## config.mk

```make
export PLATFORM = sky130hd
export DESIGN_NAME = biba_ctrl
export DESIGN_NICKNAME = d
export VERILOG_FILES = /design/src/bitmap_inode_block_allocator_macros.svh /design/src/biba_pkg.sv /design/src/biba_ctrl.sv
export SDC_FILE = /design/constraint.sdc
export NUM_CORES = 1
export LEC_CHECK = 0
export BUFFER_PORTS_ARGS = -buffer_cell sky130_fd_sc_hd__buf_2
export CAP_MARGIN = 20
export CORE_AREA = 2 2 39 41
export DETAILED_ROUTE_END_ITERATION = 12
export DIE_AREA = 0 0 41 43
export MAX_ROUTING_LAYER = met4
export PLACE_DENSITY = 0.62
export SLEW_MARGIN = 30
export SYNTH_ARGS = -nofsm -noshare
export SYNTH_HDL_FRONTEND = slang
export SYNTH_SLANG_ARGS = --single-unit
```

## constraint.sdc

```tcl
create_clock -name clock -period 1 [get_ports clock]
set_input_delay 0.2 -clock clock [delete_from_list [all_inputs] [get_ports clock]]
set_output_delay 0.2 -clock clock [all_outputs]
set_load 0.05 [all_outputs]
```

## src/bitmap_inode_block_allocator_macros.svh

```systemverilog
// Assertion macros for the bitmap inode and block allocator.
`ifndef BITMAP_INODE_BLOCK_ALLOCATOR_MACROS_SVH
`define BITMAP_INODE_BLOCK_ALLOCATOR_MACROS_SVH

// Same-cycle implication, disabled in reset.
`define BIBA_ASSERT_NOW(label, clk, rst, ante, cons, msg) \
   label: assert property (@(posedge clk) disable iff (rst) (ante) |-> (cons)) \
      else $error(msg);

// Next-cycle implication, disabled in reset.
`define BIBA_ASSERT_NEXT(label, clk, rst, ante, cons, msg) \
   label: assert property (@(posedge clk) disable iff (rst) (ante) |=> (cons)) \
      else $error(msg);

`endif

```

## src/biba_pkg.sv

```systemverilog
// Shared types and constants for the bitmap inode and block allocator.
package biba_pkg;

   localparam int FIELD_W = 14;
   localparam logic [FIELD_W-1:0] COUNT_RESET = 14'd8192;

   localparam logic FUNC_ALLOC = 1'b0;
   localparam logic FUNC_FREE  = 1'b1;

   localparam logic POOL_INODE = 1'b0;
   localparam logic POOL_BLOCK = 1'b1;

   localparam logic CSR_INODE_COUNT = 1'b0;
   localparam logic CSR_BLOCK_COUNT = 1'b1;

   typedef enum logic [1:0] {
      STATUS_OK      = 2'd0,
      STATUS_FULL    = 2'd1,
      STATUS_RANGE   = 2'd2,
      STATUS_ALREADY = 2'd3
   } status_type;

   typedef enum logic [2:0] {
      S_CLEAR,
      S_IDLE,
      S_DECODE,
      S_SCAN,
      S_FCHK
   } state_type;

   // Controller to datapath
   typedef struct packed {
      logic load;
      logic clr_wr;
      logic scan_rd;
      logic free_rd;
      logic fin_alloc;
      logic fin_full;
      logic fin_free;
      logic fin_range;
      logic fin_already;
   } cmd_type;

   // Datapath to controller
   typedef struct packed {
      logic clr_done;
      logic is_free;
      logic cnt_zero;
      logic range_bad;
      logic found;
      logic chk_last;
      logic bit_set;
      logic out_free;
   } sts_type;

endpackage

```

## src/biba_ctrl.sv

```systemverilog
// Sequencing state machine for the bitmap allocator.
module biba_ctrl (
   input  logic              clock,
   input  logic              reset,
   input  logic              req_valid,
   output logic              req_ready,
   input  biba_pkg::sts_type sts,
   output biba_pkg::cmd_type cmd
);

   biba_pkg::state_type state_ff, state_in;

   always_ff @(posedge clock) begin
      if (reset) begin
         state_ff <= biba_pkg::S_CLEAR;
      end else begin
         state_ff <= state_in;
      end
   end

   always_comb begin
      state_in  = state_ff;
      cmd       = '0;
      req_ready = 1'b0;
      unique case (state_ff)
         biba_pkg::S_CLEAR: begin
            cmd.clr_wr = 1'b1;
            if (sts.clr_done) begin
               state_in = biba_pkg::S_IDLE;
            end
         end
         biba_pkg::S_IDLE: begin
            req_ready = 1'b1;
            if (req_valid) begin
               cmd.load = 1'b1;
               state_in = biba_pkg::S_DECODE;
            end
         end
         biba_pkg::S_DECODE: begin
            if (!sts.is_free) begin
               if (!sts.cnt_zero) begin
                  cmd.scan_rd = 1'b1;
                  state_in    = biba_pkg::S_SCAN;
               end else if (sts.out_free) begin
                  cmd.fin_full = 1'b1;
                  state_in     = biba_pkg::S_IDLE;
               end
            end else begin
               if (!sts.range_bad) begin
                  cmd.free_rd = 1'b1;
                  state_in    = biba_pkg::S_FCHK;
               end else if (sts.out_free) begin
                  cmd.fin_range = 1'b1;
                  state_in      = biba_pkg::S_IDLE;
               end
            end
         end
         biba_pkg::S_SCAN: begin
            // read data holds while stalled: no read is issued
            priority if (sts.found) begin
               if (sts.out_free) begin
                  cmd.fin_alloc = 1'b1;
                  state_in      = biba_pkg::S_IDLE;
               end
            end else if (sts.chk_last) begin
               if (sts.out_free) begin
                  cmd.fin_full = 1'b1;
                  state_in     = biba_pkg::S_IDLE;
               end
            end else begin
               cmd.scan_rd = 1'b1;
            end
         end
         biba_pkg::S_FCHK: begin
            if (sts.out_free) begin
               if (sts.bit_set) begin
                  cmd.fin_free = 1'b1;
               end else begin
                  cmd.fin_already = 1'b1;
               end
               state_in = biba_pkg::S_IDLE;
            end
         end
         default: begin
            state_in = biba_pkg::S_CLEAR;
         end
      endcase
   end

endmodule

```

==> flow_summary.yaml <==
outcome:
  outcome: "finished with violations"
  violations: "negative setup slack"
global_routing:
  grt_pass1_vias: 500
  grt_remaining_overflow: 0
  grt_usage: 0.1694
  grt_pass1_wl_um: 2042
  antenna_found_initial: 0
  grt_max_degree: 10
logic_synthesis:
  yosysMostFrequentCell: "nor2_1"
  avgSynthCellArea_um2: 6.506
  ys_top_cells_by_count: "9 x nor2_1, 6 x nor3_1, 4 x nand2_1"
  ys.flop_type: "dfxtp_1"
  synth_nets: 61
  yosysUniqueCellTypes: 23
  async_flop_share: 0
  synthCells: 50
  seq_area_frac_synth: 0.1846
  synth_top_area_share: 0.1846
  synth.area.top_cells: "dfxtp_1 18%, nor2_1 10%, nor3_1 9.2%"
  yosys_warnings: 0
  synth_edf_count: 0
  synth_area_um2: 325.3
  ys_seq_elements: 3
  synth_top_area_cell: "dfxtp_1"
flow_run:
  maxCapViolCount: 0
worst_setup_path:
  critical-path-slowest-cell: "dfxtp_4"
  critPathCaptureType: "output port"
  crit_cells: 4
  crit_path_max_fanout: 7
  cpLargestDelayFamily: "flip-flops"
  reg2reg_depth: 5
  startpoint_type: "flop"
  crit_chain: "nand2_2 > a2bb2oi_2 > nor3b_4 > buf_6"
  max_stage_delay_ns: 0.43
  crit_required_ns: 0.80
  crit_arrival_ns: 1.22
  worstSetupPathType: "flop to output port"
  worst-path-buf-inv: 1
layout:
  nets: 101
  regMostFlops: "state_ff"
  design_area_um2: 887.1
  top_regs: "state_ff (3)"
  fillers: 121
  fin_util: 0.6410
  drive_gt1_frac: 0.7303
  area_growth_pct: 172.7
  largest_register_ffs: 3
  antenna_cells: 0
sta:
  setup_violations: 12
  rsz0062_at_grt: "true"
  period_share: 1.421
  setup_ws_ns: -0.4212
  slew_headroom: 0.7983
  finalHoldViolCount: 0
  layout_min_cycle_time_ns: 1.421
  finalClockSkew_ns: 0.005770
  max_freq_mhz: 703.6
  maxSlewViolCount: 0
  worst_pin_slew_ns: 0.3007
clock_network:
  clk_latency_ns: 0.23
  clock-sinks: 3
  cts-root-buf: "clkbuf_4"
  clockBufferDepth: 2
  htree_levels: 1
  numCtsBuffers: 3
  tritoncts: "built"
  clk_pin_slew_ns: 0.04
drt:
  vias: 510
  wl_per_cell_um: 11.45
  drt_iter0_drc: 1
  drc: 0
  drt_first_pass_iters: 4
  vias_per_cell: 4.857
  antenna_left: 0
  routed_wl_um: 1202
place:
  dp_hpwl_um: 936.7
  port_buffers: 20
  gp_congestion: 0.8404
  place_area_um2: 748.2
power_and_ir_drop:
  powerDensity_mw_per_mm2: 949.7
  peakVddDrop_mv: 0.4322
  p_leak_nw: 0.3549
floorplan:
  die_x_um: 41
  boundaryPins: 21
  core_area_mm2: 0.001384
  num_rows: 14
  dieHeight_um: 43
  die_area_mm2: 0.001763
  initial_utilization: 0.2351
min_path:
  whs_path_depth: 2
  hp-class: "input port to flop"
## repair_timing
action	4_1_cts	5_1_grt
endpoints found under the hold margin	0	0
pin swaps	4	2
resized for setup	25	2
hold buffers	0	0
buffers inserted	3	0
endpoints found under the setup margin	12	13
## power by group
part | internal, W | switching, W | leakage, nW | total, W
clock | 0.000149 | 0.0000609 | 0.0150 | 0.000210
sequential | 0.000129 | 0.0000354 | 0.0267 | 0.000164
combinational | 0.000232 | 0.000236 | 0.313 | 0.000468
## final timing paths
| path | to | start | slack (ns) |
|---|---|---|---|
| worst max-delay path | cmd[3] | state_ff[0]$_SDFFE_PP0P_ | -0.42 |
| worst min-delay path | state_ff[1]$_SDFFE_PP0P_ | reset | 0.23 |
| worst max register to register | state_ff[1]$_SDFFE_PP0P_ | state_ff[0]$_SDFFE_PP0P_ | -0.21 |
| worst min register to register | state_ff[1]$_SDFFE_PP0P_ | state_ff[2]$_SDFFE_PP0P_ | 0.61 |
## metal layers
layer | GRT usage | wire length [um] | part of all wire | vias to the layer above
li1 | - | - | - | 261
met1 | 0.2013 | 488 | 0.41 | 234
met2 | 0.2813 | 652 | 0.54 | 15
met3 | 0.01571 | 61 | 0.051 | 0
met4 | 0.06000 | 0 | 0 | 0
met5 | - | 0 | 0 | -
## layout make-up
class,instances,area [um2],area share
well taps,16,20.02,0.02257
inverters,1,3.754,0.004231
flip-flops and latches,3,71.32,0.08039
multi-input cells,43,419.2,0.4725
clock buffers,4,26.28,0.02962
repair buffers,38,346.6,0.3907
## cell families after synthesis
logic type	after synthesis	synth area share
compound gates	10	0.2308
buf+inv	4	0.06538
flops	3	0.1846
simple gates	33	0.5193
## worst reg2reg max path, delay by kind of cell, from the launching register on
family	cells	cell delay [ns]
buffers and inverters	2	0.25
flip-flops	1	0.43
AND/OR/NAND/NOR	1	0.04
AO/OA/AOI/OAI	2	0.37
## through the flow
stage	worst slack [ns]	setup TNS, ns	hold slack, ns	power (W)	std cells
global placement	-0.2654	-2.569	0.4676	0.0005768	98
finish	-0.4212	-4.011	0.2349	0.0008425	105
detailed placement	-0.2741	-2.687	0.4680	0.0005786	98
global route	-0.4586	-4.628	0.2549	0.0008912	105
CTS	-0.4358	-4.135	0.2314	0.0008557	105
floorplan	-0.4015	-3.050	0.2667	0.0004186	50
## cell usage in the layout, fill, tap and decap left out, types with 3 or more instances in the layout
cell / n
buf_4: 14
clkbuf_4: 3
a2111oi_2: 3
nor2_4: 3
dfxtp_4: 3
buf_12: 3
nor3_4: 3
nor2_1: 6
buf_6: 9
buf_2: 10
nor3_1: 3
Note: power is estimated with default switching activity, not from simulation.
